<file path="config.mk">
export PLATFORM = sky130hd
export DESIGN_NAME = genotype_window_poly_kernel
export DESIGN_NICKNAME = d
export VERILOG_FILES = /design/src/design/gwpk_pkg.sv /design/src/design/gwpk_ctrl.sv /design/src/design/gwpk_datapath.sv /design/src/design/genotype_window_poly_kernel.sv
export SDC_FILE = /design/constraint.sdc
export NUM_CORES = 1
export LEC_CHECK = 0
export BUFFER_PORTS_ARGS = -buffer_cell sky130_fd_sc_hd__clkbuf_2
export CORE_ASPECT_RATIO = 0.5
export CORE_UTILIZATION = 60
export DETAILED_ROUTE_END_ITERATION = 8
export PLACE_DENSITY_LB_ADDON = 0.12
export SLEW_MARGIN = 10
export SYNTH_ARGS = -nofsm -noshare
export SYNTH_HDL_FRONTEND = slang
export SYNTH_SLANG_ARGS = --single-unit
</file>
<file path="constraint.sdc">
create_clock -name clk -period 6.7 [get_ports clk]
set_clock_uncertainty 0.2 [all_clocks]
set_input_delay 0.67 -clock clk [delete_from_list [all_inputs] [get_ports clk]]
set_output_delay 0.67 -clock clk [all_outputs]
set_load 0.005 [all_outputs]
</file>
<file path="src/design/gwpk_pkg.sv">
// Shared types and constants for the genotype window polynomial kernel.
// Used by gwpk_ctrl, gwpk_datapath and the top level; no dependencies.
`timescale 1ns / 1ps
`default_nettype none

package gwpk_pkg;

    // Field widths fixed by the item format
    localparam int ALLELE_W  = 8;
    localparam int DEGREE_W  = 4;
    localparam int WINDOW_W  = 5;
    localparam int TOTAL_W   = 64;
    localparam int CFG_IDX_W = 2;
    localparam int CFG_DAT_W = 5;

    // Allele byte that marks a missing call ('0')
    localparam logic [ALLELE_W-1:0] MISSING_ALLELE = 8'h30;

    // Reset values of the configuration registers
    localparam logic [DEGREE_W-1:0] DEGREE_RST = 4'd1;
    localparam logic [WINDOW_W-1:0] WINDOW_RST = 5'd1;

    // Configuration register indexes
    typedef enum logic [CFG_IDX_W-1:0] {
        REG_DEGREE      = 2'd0,
        REG_WINDOW_LOCI = 2'd1,
        REG_ADD_ONE     = 2'd2
    } gwpk_reg_t;

    // Commands from controller to datapath
    typedef struct packed {
        logic accept;       // capture an input beat, score it, shift history
        logic start_main;   // load power unit with the full window sum
        logic start_flush;  // load power unit with the truncated window sum
        logic pow_step;     // one multiply of the power loop
        logic add_win;      // add finished power into the running total
        logic load_m;       // load count of truncated windows to flush
        logic dec_m;        // one truncated window done
        logic emit;         // move total into the output register, clear string
    } gwpk_cmd_t;

    // Status from datapath to controller
    typedef struct packed {
        logic win_due;      // a full window completes on this locus
        logic last;         // captured locus ends the string
        logic m_zero;       // no truncated windows left
        logic pow_done;     // power loop has no multiplies left
        logic out_free;     // output register can take a new result
    } gwpk_sts_t;

endpackage

`default_nettype wire

</file>
<file path="src/design/gwpk_ctrl.sv">
// Controller state machine for the genotype window polynomial kernel.
// Depends on gwpk_pkg for the command and status structs.
`timescale 1ns / 1ps
`default_nettype none

module gwpk_ctrl (
    input  wire logic                  clk,
    input  wire logic                  rst_n,
    input  wire logic                  in_valid,
    output logic                       in_ready,
    input  wire gwpk_pkg::gwpk_sts_t   sts,
    output gwpk_pkg::gwpk_cmd_t        cmd
);

    typedef enum logic [2:0] {
        ST_IDLE,
        ST_MAIN,
        ST_POW,
        ST_ADD,
        ST_FLUSH,
        ST_EMIT
    } state_t;

    state_t state_reg, state_next;
    logic   flushing_reg, flushing_next;
    logic   ready_reg, ready_next;

    assign in_ready = ready_reg;

    // Next state and command decode
    always_comb
    begin
        state_next    = state_reg;
        flushing_next = flushing_reg;
        cmd           = '0;
        case (state_reg)
            ST_IDLE:
            begin
                if (in_valid && ready_reg)
                begin
                    cmd.accept = 1'b1;
                    state_next = ST_MAIN;
                end
            end
            ST_MAIN:
            begin
                if (sts.win_due)
                begin
                    cmd.start_main = 1'b1;
                    state_next     = ST_POW;
                end
                else if (sts.last)
                begin
                    cmd.load_m = 1'b1;
                    state_next = ST_FLUSH;
                end
                else
                begin
                    state_next = ST_IDLE;
                end
            end
            ST_POW:
            begin
                if (sts.pow_done)
                begin
                    state_next = ST_ADD;
                end
                else
                begin
                    cmd.pow_step = 1'b1;
                end
            end
            ST_ADD:
            begin
                cmd.add_win = 1'b1;
                if (flushing_reg)
                begin
                    cmd.dec_m  = 1'b1;
                    state_next = ST_FLUSH;
                end
                else if (sts.last)
                begin
                    cmd.load_m = 1'b1;
                    state_next = ST_FLUSH;
                end
                else
                begin
                    state_next = ST_IDLE;
                end
            end
            ST_FLUSH:
            begin
                if (sts.m_zero)
                begin
                    state_next = ST_EMIT;
                end
                else
                begin
                    cmd.start_flush = 1'b1;
                    flushing_next   = 1'b1;
                    state_next      = ST_POW;
                end
            end
            ST_EMIT:
            begin
                if (sts.out_free)
                begin
                    cmd.emit      = 1'b1;
                    flushing_next = 1'b0;
                    state_next    = ST_IDLE;
                end
            end
            default:
            begin
                state_next = ST_IDLE;
            end
        endcase
        ready_next = (state_next == ST_IDLE);
    end

    // State and registered ready
    always_ff @(posedge clk or negedge rst_n)
    begin
        if (!rst_n)
        begin
            state_reg    <= ST_IDLE;
            flushing_reg <= 1'b0;
            ready_reg    <= 1'b1;
        end
        else
        begin
            state_reg    <= state_next;
            flushing_reg <= flushing_next;
            ready_reg    <= ready_next;
        end
    end

endmodule

`default_nettype wire

</file>
<file path="src/design/gwpk_datapath.sv">
// Datapath: config registers, locus scoring, score history, window sum,
// shared power multiplier, saturating total and output register.
// Depends on gwpk_pkg.
`timescale 1ns / 1ps
`default_nettype none

module gwpk_datapath #(
    parameter int MAX_WINDOW = 16
) (
    input  wire logic                              clk,
    input  wire logic                              rst_n,
    // configuration
    input  wire logic                              cfg_we,
    input  wire logic [gwpk_pkg::CFG_IDX_W-1:0]    cfg_index,
    input  wire logic [gwpk_pkg::CFG_DAT_W-1:0]    cfg_data,
    // input item fields
    input  wire logic [gwpk_pkg::ALLELE_W-1:0]     allele_a1,
    input  wire logic [gwpk_pkg::ALLELE_W-1:0]     allele_a2,
    input  wire logic [gwpk_pkg::ALLELE_W-1:0]     allele_b1,
    input  wire logic [gwpk_pkg::ALLELE_W-1:0]     allele_b2,
    input  wire logic [gwpk_pkg::ALLELE_W-1:0]     minor_allele,
    input  wire logic [gwpk_pkg::ALLELE_W-1:0]     major_allele,
    input  wire logic                              last_locus,
    // control
    input  wire gwpk_pkg::gwpk_cmd_t               cmd,
    output gwpk_pkg::gwpk_sts_t                    sts,
    // result
    input  wire logic                              out_ready,
    output logic                                   out_valid,
    output logic [gwpk_pkg::TOTAL_W-1:0]           kernel_total,
    output logic                                   total_saturated,
    output logic                                   impossible_seen
);

    localparam int CW = $clog2(MAX_WINDOW + 1);
    localparam int BW = CW + 1;
    localparam int PW = gwpk_pkg::TOTAL_W + BW;
    localparam int LW = (CW > gwpk_pkg::WINDOW_W) ? CW : gwpk_pkg::WINDOW_W;
    localparam int TW = gwpk_pkg::TOTAL_W;

    // Configuration registers
    logic [gwpk_pkg::DEGREE_W-1:0] degree_reg;
    logic [gwpk_pkg::WINDOW_W-1:0] window_reg;
    logic                          add_one_reg;

    // Per-string state
    logic [MAX_WINDOW-1:0] hist_reg;        // bit 0 newest
    logic [CW-1:0]         seen_reg;
    logic [TW-1:0]         total_reg;
    logic                  ovf_reg;
    logic                  imp_reg;
    logic                  last_reg;
    logic [CW-1:0]         m_reg;

    // Power unit
    logic [BW-1:0]               base_reg;
    logic [TW-1:0]               acc_reg;
    logic [gwpk_pkg::DEGREE_W-1:0] cnt_reg;

    // Output register
    logic          out_valid_reg;
    logic [TW-1:0] out_total_reg;
    logic          out_sat_reg;
    logic          out_imp_reg;

    logic [LW-1:0]         wl_ext;
    logic [CW-1:0]         w_eff;
    logic                  a_open, b_open, sc, imp_hit;
    logic [CW-1:0]         sum_len;
    logic [MAX_WINDOW-1:0] win_mask;
    logic [CW-1:0]         win_sum;
    logic [BW-1:0]         base_next;
    logic [PW-1:0]         prod;
    logic [TW:0]           add_sum;
    logic [CW-1:0]         m_load;

    // Effective window length, clamped to the history depth
    always_comb
    begin
        wl_ext = LW'(window_reg);
        if (wl_ext > LW'(MAX_WINDOW))
            w_eff = CW'(MAX_WINDOW);
        else
            w_eff = CW'(wl_ext);
    end

    // Locus score
    always_comb
    begin
        a_open = (allele_a1 != allele_a2) || (allele_a1 == gwpk_pkg::MISSING_ALLELE)
              || (allele_a2 == gwpk_pkg::MISSING_ALLELE);
        b_open = (allele_b1 != allele_b2) || (allele_b1 == gwpk_pkg::MISSING_ALLELE)
              || (allele_b2 == gwpk_pkg::MISSING_ALLELE);
        sc      = 1'b0;
        imp_hit = 1'b0;
        if (a_open && b_open)
        begin
            sc = 1'b1;
        end
        else if ((allele_a1 == allele_a2) && (allele_b1 == allele_b2)
              && (allele_a1 == allele_b1))
        begin
            if ((allele_a1 == minor_allele) || (allele_a1 == major_allele))
                sc = 1'b1;
            else
                imp_hit = 1'b1;
        end
    end

    // Sum of the newest sum_len scores
    always_comb
    begin
        sum_len = cmd.start_flush ? m_reg : w_eff;
        for (int i = 0; i < MAX_WINDOW; i++)
        begin
            win_mask[i] = (CW'(i) < sum_len);
        end
        win_sum   = CW'($countones(hist_reg & win_mask));
        base_next = BW'(win_sum) + BW'(add_one_reg);
    end

    // Multiply and add paths
    always_comb
    begin
        prod    = PW'(acc_reg) * PW'(base_reg);
        add_sum = {1'b0, total_reg} + {1'b0, acc_reg};
        if (seen_reg >= w_eff)
            m_load = w_eff - CW'(1);
        else
            m_load = seen_reg;
        if (w_eff == '0)
            m_load = '0;
    end

    // Status to controller
    always_comb
    begin
        sts.win_due  = (w_eff == '0) || (seen_reg >= w_eff);
        sts.last     = last_reg;
        sts.m_zero   = (m_reg == '0);
        sts.pow_done = (cnt_reg == '0);
        sts.out_free = !out_valid_reg || out_ready;
    end

    // Configuration registers
    always_ff @(posedge clk or negedge rst_n)
    begin
        if (!rst_n)
        begin
            degree_reg  <= gwpk_pkg::DEGREE_RST;
            window_reg  <= gwpk_pkg::WINDOW_RST;
            add_one_reg <= 1'b0;
        end
        else if (cfg_we)
        begin
            case (cfg_index)
                gwpk_pkg::REG_DEGREE:      degree_reg  <= cfg_data[gwpk_pkg::DEGREE_W-1:0];
                gwpk_pkg::REG_WINDOW_LOCI: window_reg  <= cfg_data;
                gwpk_pkg::REG_ADD_ONE:     add_one_reg <= cfg_data[0];
                default:                   ;
            endcase
        end
    end

    // String state: history, counts, total and flags
    always_ff @(posedge clk or negedge rst_n)
    begin
        if (!rst_n)
        begin
            hist_reg  <= '0;
            seen_reg  <= '0;
            total_reg <= '0;
            ovf_reg   <= 1'b0;
            imp_reg   <= 1'b0;
            last_reg  <= 1'b0;
            m_reg     <= '0;
        end
        else
        begin
            if (cmd.accept)
            begin
                last_reg <= last_locus;
                if (w_eff != '0)
                begin
                    hist_reg <= MAX_WINDOW'({hist_reg, sc});
                    if (seen_reg < CW'(MAX_WINDOW))
                        seen_reg <= seen_reg + CW'(1);
                    if (imp_hit)
                        imp_reg <= 1'b1;
                end
            end
            if (cmd.pow_step && (prod[PW-1:TW] != '0))
                ovf_reg <= 1'b1;
            if (cmd.add_win)
            begin
                if (add_sum[TW])
                begin
                    total_reg <= '1;
                    ovf_reg   <= 1'b1;
                end
                else
                begin
                    total_reg <= add_sum[TW-1:0];
                end
            end
            if (cmd.load_m)
                m_reg <= m_load;
            else if (cmd.dec_m)
                m_reg <= m_reg - CW'(1);
            if (cmd.emit)
            begin
                hist_reg  <= '0;
                seen_reg  <= '0;
                total_reg <= '0;
                ovf_reg   <= 1'b0;
                imp_reg   <= 1'b0;
                last_reg  <= 1'b0;
            end
        end
    end

    // Power loop: acc = base^degree, one multiply per cycle, clamps on overflow
    always_ff @(posedge clk or negedge rst_n)
    begin
        if (!rst_n)
        begin
            cnt_reg <= '0;
        end
        else if (cmd.start_main || cmd.start_flush)
        begin
            cnt_reg <= degree_reg;
        end
        else if (cmd.pow_step)
        begin
            if (prod[PW-1:TW] != '0)
                cnt_reg <= '0;
            else
                cnt_reg <= cnt_reg - gwpk_pkg::DEGREE_W'(1);
        end
    end

    always_ff @(posedge clk)
    begin
        if (cmd.start_main || cmd.start_flush)
        begin
            base_reg <= base_next;
            acc_reg  <= TW'(1);
        end
        else if (cmd.pow_step)
        begin
            if (prod[PW-1:TW] != '0)
                acc_reg <= '1;
            else
                acc_reg <= prod[TW-1:0];
        end
    end

    // Output register
    always_ff @(posedge clk or negedge rst_n)
    begin
        if (!rst_n)
            out_valid_reg <= 1'b0;
        else if (cmd.emit)
            out_valid_reg <= 1'b1;
        else if (out_ready)
            out_valid_reg <= 1'b0;
    end

    always_ff @(posedge clk)
    begin
        if (cmd.emit)
        begin
            out_total_reg <= total_reg;
            out_sat_reg   <= ovf_reg;
            out_imp_reg   <= imp_reg;
        end
    end

    assign out_valid       = out_valid_reg;
    assign kernel_total    = out_total_reg;
    assign total_saturated = out_sat_reg;
    assign impossible_seen = out_imp_reg;

endmodule

`default_nettype wire

</file>
<file path="src/design/genotype_window_poly_kernel.sv">
// Top level of the genotype window polynomial kernel (SNP string kernel).
// Instantiates gwpk_ctrl and gwpk_datapath; depends on gwpk_pkg.
//
//   channel   | dir | handshake              | payload
//   ----------+-----+------------------------+------------------------------------
//   s_axis    | in  | s_axis_tvalid/tready   | tdata: 6 allele bytes, tlast: last locus
//   m_axis    | out | m_axis_tvalid/tready   | tdata: kernel total, tuser: flags
//   cfg       | in  | cfg_we                 | cfg_index, cfg_data (no read-back)
//
// Each locus beat is scored, and any window that it completes is raised to the degree
// and added to the total; the shared 64-bit by narrow multiplier runs one multiply a cycle.
// A last-locus beat also flushes up to min(window_loci, MAX_WINDOW) - 1 truncated
// windows, then loads the output register once it is free.
// The result register lets the next string start while a total waits.
// Reset clears all string state and sets degree = 1, window_loci = 1, add_one = 0.
`timescale 1ns / 1ps
`default_nettype none

module genotype_window_poly_kernel #(
    parameter int MAX_WINDOW = 16
) (
    input  wire logic        clk,
    input  wire logic        rst_n,
    // locus stream
    input  wire logic        s_axis_tvalid,
    output logic             s_axis_tready,
    input  wire logic [47:0] s_axis_tdata,   // allele_a1, allele_a2, allele_b1,
                                             // allele_b2, minor_allele, major_allele
    input  wire logic        s_axis_tlast,   // last_locus
    // result stream
    output logic             m_axis_tvalid,
    input  wire logic        m_axis_tready,
    output logic [63:0]      m_axis_tdata,   // kernel_total
    output logic [1:0]       m_axis_tuser,   // total_saturated, impossible_seen
    // configuration
    input  wire logic        cfg_we,
    input  wire logic [gwpk_pkg::CFG_IDX_W-1:0] cfg_index,
    input  wire logic [gwpk_pkg::CFG_DAT_W-1:0] cfg_data
);

    gwpk_pkg::gwpk_cmd_t cmd;
    gwpk_pkg::gwpk_sts_t sts;
    logic                total_saturated;
    logic                impossible_seen;

    gwpk_ctrl u_ctrl (
        .clk      (clk),
        .rst_n    (rst_n),
        .in_valid (s_axis_tvalid),
        .in_ready (s_axis_tready),
        .sts      (sts),
        .cmd      (cmd)
    );

    gwpk_datapath #(
        .MAX_WINDOW (MAX_WINDOW)
    ) u_dp (
        .clk             (clk),
        .rst_n           (rst_n),
        .cfg_we          (cfg_we),
        .cfg_index       (cfg_index),
        .cfg_data        (cfg_data),
        .allele_a1       (s_axis_tdata[7:0]),
        .allele_a2       (s_axis_tdata[15:8]),
        .allele_b1       (s_axis_tdata[23:16]),
        .allele_b2       (s_axis_tdata[31:24]),
        .minor_allele    (s_axis_tdata[39:32]),
        .major_allele    (s_axis_tdata[47:40]),
        .last_locus      (s_axis_tlast),
        .cmd             (cmd),
        .sts             (sts),
        .out_ready       (m_axis_tready),
        .out_valid       (m_axis_tvalid),
        .kernel_total    (m_axis_tdata),
        .total_saturated (total_saturated),
        .impossible_seen (impossible_seen)
    );

    assign m_axis_tuser = {impossible_seen, total_saturated};

endmodule

`default_nettype wire

</file>
==> flow_summary.json, run 1 <==
{
  "required_ps": 6900,
  "wl_microns": 69820,
  "grt_max_degree": 115,
  "dieArea_sq_um": 46020,
  "die_w_microns": 302.4,
  "hold_class": "input pin to flop",
  "cts_num_sinks": 249,
  "yosysSeqAreaShare_pct": 23.18,
  "synth-edff-count": 72,
  "maxCapViolCount": 0,
  "cts_buffers": 26,
  "synthFlopType": "dfrtp_1",
  "grt_pass1_wl_microns": 115800,
  "worst_path_most_repeated_cell": "fa_1",
  "antenna_cells_inserted": 0,
  "yosys_warnings": 0,
  "hpwl_microns": 52940,
  "placementRows": 54,
  "critPathLaunchType": "flop",
  "finalMaxSlewViolations": 0,
  "reg2reg_slack_ps": 270,
  "async_flop_share_pct": 45.38,
  "place_congestion": 0.9767,
  "tightestPinTransition_ps": 1116,
  "route.detailed.drc": 0,
  "hold_violations": 0,
  "htreeDepth": 1,
  "synth_nets": 3592,
  "vias_per_cell": 6.010,
  "slew_headroom_pct": 25.44,
  "r2r_end": "u_dp.acc_reg[50]",
  "synth_seq_cells": 249,
  "r2r_cells": 21,
  "cts_tree": "built",
  "cts-root-buf": "clkbuf_16",
  "pin_count": 129,
  "drtIter0Drc": 1708,
  "fmax_mhz": 155.5,
  "syn_avg_cell_area_sq_um": 8.726,
  "netlist_instances": 3102,
  "fin_crit_ps": 6432,
  "critical_path.max_stage_delay_ps": 570,
  "path_cells": "buf_12 -> and2_1 -> fa_1 -> fa_1 -> inv_1 -> fa_1 -> inv_1 -> ha_1 -> nand2_1 -> o21ai_0 -> nand4_1 -> a21boi_0 -> nor2b_1 -> a2111oi_0 -> o21ai_0 -> a22oi_1 -> nor4b_4 -> buf_4 -> buf_12 -> buf_4 -> a31oi_1",
  "clk_path_buf_depth": 3,
  "crit_end": "u_dp.acc_reg[50]",
  "synth_top_cell_by_area": "fa_1",
  "synth_area_sq_um": 27070,
  "rsz0062_at_grt": "no",
  "antenna_found_initial": 0,
  "end_kind": "flop",
  "synth_top_area_share_pct": 19.30,
  "crit_path_max_fanout": 64,
  "synthDistinctLibCells": 77,
  "r2r-start": "u_dp.base_reg[5]",
  "start_util_pct": 61.44,
  "postCtsSetupBuffers": 0,
  "area_growth_pct": 7.479,
  "yosysMostFrequentCell": "and2_1",
  "coreArea_sq_um": 44050,
  "yosys-top-cells-count": "and2_1 (383), inv_1 (347), fa_1 (261)",
  "path_clk_slew_ps": 70,
  "postRouteAntennaNets": 0,
  "dr_total_vias": 22410,
  "tns_ps": 0,
  "grt_usage_pct": 31.07,
  "setup_viol": 0,
  "io_buffers": 128,
  "cpMaxStageDelayCell": "a21boi_0",
  "first_global_vias": 22120,
  "final_nets": 3611,
  "post_drt_wl_per_cell_microns": 18.72,
  "cp-startpoint": "u_dp.base_reg[5]",
  "outcome": "complete, no violations",
  "cp_data_arrival_time_ps": 6640,
  "insertion_delay_ps": 580,
  "drt_pass1_iterations": 5,
  "synth.top_cells.by_area": "fa_1 (19%), dfrtp_1 (10%), and2_1 (8.9%)",
  "path_class": "flop to flop",
  "fin_crit_sh_pct": 95.99,
  "die_y_microns": 152.2,
  "overflow": 0,
  "drive_gt1_share_pct": 7.896
}
## worst max-delay path: cells and delay by family, from the launching register on
family                   cells  cell delay [ps]
adder cells (fa/ha/maj)      4             2010
AO/OA/AOI/OAI                6             1820
buffers and inverters        6              780
AND/OR/NAND/NOR              5              960
flip-flops                   1              410
## layer usage
metal / up-vias / wire (microns) / GRT usage (%)
met1: 11020 / 31760 / 45.32
li1: 10530 / - / -
met3: 95 / 5153 / 5.161
met5: - / 76 / 1.242
met2: 765 / 31170 / 48.38
met4: 2 / 1657 / 7.203
## placed cells by master, fill, tap and decap left out, types with 23 or more instances in the layout
cell / synthesis / layout
a21o_1: 70 / 70
a21oi_1: 253 / 253
a31oi_1: 118 / 118
and2_1: 383 / 382
buf_4: 8 / 28
clkbuf_16: 0 / 26
clkbuf_2: 2 / 127
dfrtp_1: 110 / 110
dfxtp_1: 64 / 64
edfxtp_1: 72 / 72
fa_1: 261 / 261
ha_1: 168 / 168
inv_1: 347 / 346
nand2_1: 192 / 192
nand2b_1: 23 / 23
nand3_1: 42 / 41
nand4_1: 52 / 52
nor2_1: 116 / 114
nor3_1: 31 / 30
o21ai_0: 181 / 180
o21bai_1: 26 / 26
xnor2_1: 85 / 85
xor2_1: 81 / 81
## cells by family after synthesis
logic type	share of synthesized area, %
AOI/OAI and AO/OA	17.91
xor gates and xnor gates	5.371
adders and majority gates	27.07
buffers and inverters	7.461
DFF	23.18
muxes	0.5270
and+or+nand+nor	18.48
## stage by stage
stage	instance area (sq um)	setup WS (ps)	hold slack (ps)	utilization [%]	cells
CTS	29070	168.1	115.1	65.99	3729
finish	29090	268.4	131.6	66.04	3729
detailed placement	28170	219.3	257.4	63.95	3680
global placement	28170	339.5	264.3	63.95	3680
global route	29090	1.985	125.3	66.04	3729
floorplan	27070	797.7	174.4	-	3102
## worst min path at each step
stage                     depth (start not counted)                     to  slack, ps                from
final                                             2     u_dp.window_reg[4]        130         cfg_data[4]
after CTS                                         2     u_dp.window_reg[4]        120         cfg_data[4]
after floorplan                                   0    u_ctrl.flushing_reg        170               rst_n
after detailed placement                          0   u_dp.impossible_seen        260        u_dp.imp_reg
after global placement                            0  u_dp.kernel_total[52]        260  u_dp.total_reg[52]
after global routing                              2     u_dp.window_reg[4]        130         cfg_data[4]
## layout make-up
cell class | instances | area (sq um)
clock inverter | 20 | 230.2
timing repair buffer | 165 | 1036
fill | 3708 | 14960
tap | 588 | 735.7
clock buffer | 28 | 658.1
inverter | 349 | 1310
multi-input combinational | 2330 | 18850
sequential | 249 | 6275
## repair_timing
action,CTS,global route
hold endpoints to repair,48,0
setup endpoints to repair,0,11
hold buffers,1,0
gates resized for setup,0,4
Power of run 1 is not shown: default switching activity piles up to over one toggle a cycle in this logic, so the estimate is an artifact.
==> inputs of run 2 (changes only) <==
==> constraint.sdc (replaced) <==
create_clock -name clk -period 7.4 [get_ports clk]
set_clock_uncertainty 0.2 [all_clocks]
set_input_delay 0.74 -clock clk [delete_from_list [all_inputs] [get_ports clk]]
set_output_delay 0.74 -clock clk [all_outputs]
set_load 0.005 [all_outputs]
==> run 2 against run 1 <==
- the flow now finishes with violations (negative hold slack)
- design area shrank 0.34%
- hold slack worse by 140 ps
- count of clock-buffer cells in the layout fell by 1
- via count is 0.94% higher
- largest cell class unchanged
==> flow_summary.json, run 2 (synthesis gave the netlist of run 1 again) <==
{
  "outcome": "finished with violations",
  "violations": "negative hold slack",
  "cp_data_arrival_time_ps": 7130,
  "tightestPinTransition_ps": 1117,
  "hold_class": "input pin to async pin",
  "final_nets": 3610,
  "tns_ps": 0,
  "placementRows": 54,
  "whs_ps": -7.939,
  "path_cells": "buf_4 -> and2_1 -> fa_1 -> fa_1 -> inv_1 -> fa_1 -> inv_1 -> ha_1 -> nand2_1 -> nor2_1 -> nand2_1 -> a2111oi_2 -> o2111ai_1 -> a2111oi_2 -> o21ai_0 -> a22oi_1 -> nor4b_4 -> buf_12 -> and2_1 -> a21oi_1",
  "die_w_microns": 302.4,
  "drtIter0Drc": 1793,
  "fin_crit_sh_pct": 93.11,
  "dr_total_vias": 22620,
  "vias_per_cell": 6.068,
  "critical_path.max_stage_delay_ps": 850,
  "die_y_microns": 152.2,
  "required_ps": 7640,
  "wl_microns": 71760,
  "layout_commonest_cell": "and2_1",
  "stdcell_area_sq_um": 28990,
  "area_growth_pct": 7.110,
  "coreArea_sq_um": 44050,
  "pin_count": 129,
  "route.detailed.drc": 0,
  "io_buffers": 128,
  "hold_violations": 12,
  "path_class": "flop to flop",
  "cpMaxStageDelayCell": "edfxtp_1",
  "start_util_pct": 61.44,
  "post_drt_wl_per_cell_microns": 19.25,
  "rsz0062_at_grt": "no",
  "postRouteAntennaNets": 0,
  "first_global_vias": 22420,
  "overflow": 0,
  "finish.utilization_pct": 65.81,
  "drt_pass1_iterations": 5,
  "cp-startpoint": "u_dp.base_reg[4]",
  "crit_path_max_fanout": 31,
  "antenna_cells_inserted": 0,
  "insertion_delay_ps": 570,
  "dieArea_sq_um": 46020,
  "r2r-start": "u_dp.base_reg[4]",
  "cts_tree": "built",
  "setup_viol": 0,
  "place_area_sq_um": 28090,
  "cts_buffers": 26,
  "htreeDepth": 1,
  "clk_path_buf_depth": 3,
  "end_kind": "flop",
  "worst_path_most_repeated_cell": "fa_1",
  "drive_gt1_share_pct": 7.898,
  "path_clk_slew_ps": 70,
  "finalMaxSlewViolations": 0,
  "postCtsSetupBuffers": 0,
  "maxCapViolCount": 0,
  "r2r_cells": 20,
  "fmax_mhz": 145.1,
  "final_cell_mix": "and2_1 (382), inv_1 (346), fa_1 (261)",
  "critPathLaunchType": "flop",
  "antenna_found_initial": 1,
  "hpwl_microns": 54250,
  "cts-root-buf": "clkbuf_16",
  "grt_pass1_wl_microns": 117900,
  "cts_num_sinks": 249,
  "slew_headroom_pct": 24.75,
  "grt_max_degree": 118,
  "fin_crit_ps": 6890,
  "place_congestion": 0.9766,
  "cts_hold_buf": 0,
  "grt_usage_pct": 31.73,
  "post_cts_resized": 0
}
run 2: changes by cell type in the layout (fill, tap and decap cells not counted), moves of 2 or more:
cell / change
buf_12: -5
buf_4: +3
buf_6: +2
bufinv_16: -2
clkbuf_1: -2
clkinvlp_4: +2
inv_8: +2
run 2: metrics by stage:
step	setup WS, ps	cells
6_report	509.8	3728
2_1_floorplan	1498	3102
4_1_cts	384.9	3726
3_5_place_dp	416.6	3678
3_3_place_gp	643.0	3678
5_1_grt	18.28	3728
run 2: worst paths after layout:
check | end | slack [ps]
setup / recovery | u_dp.acc_reg[54] | 510
hold / removal | u_dp.total_reg[15] | -8
setup reg to reg | u_dp.acc_reg[54] | 510
hold reg to reg | u_dp.impossible_seen | 260
max in group asynchronous | u_dp.add_one_reg | 5630
min in group clk | u_dp.window_reg[4] | 230
run 2: critical path, delay by kind of cell, from the launching register on:
| kind | cells | cell delay, ps |
|---|---|---|
| simple gates | 6 | 1210 |
| compound gates | 6 | 1860 |
| fa+ha+maj | 4 | 1940 |
| flops | 1 | 850 |
| buf+inv | 4 | 640 |
run 2: final cells by class:
class	count	area, sq um
Tap cell	588	735.7
Clock buffer	27	675.6
Timing Repair Buffer	164	970.9
Inverter	349	1310
Multi-Input combinational cell	2330	18830
Clock inverter	21	198.9
Fill cell	3751	15060
Sequential cell	249	6275
run 2: per-layer routing:
metal | up-vias | wire length (microns) | track usage, %
li1 | 10540 | - | -
met2 | 807 | 33170 | 51.21
met1 | 11150 | 31410 | 44.70
met4 | 0 | 2135 | 8.854
met5 | - | 0 | 0
met3 | 127 | 5052 | 4.634
Power of run 2 is left out for the same reason.
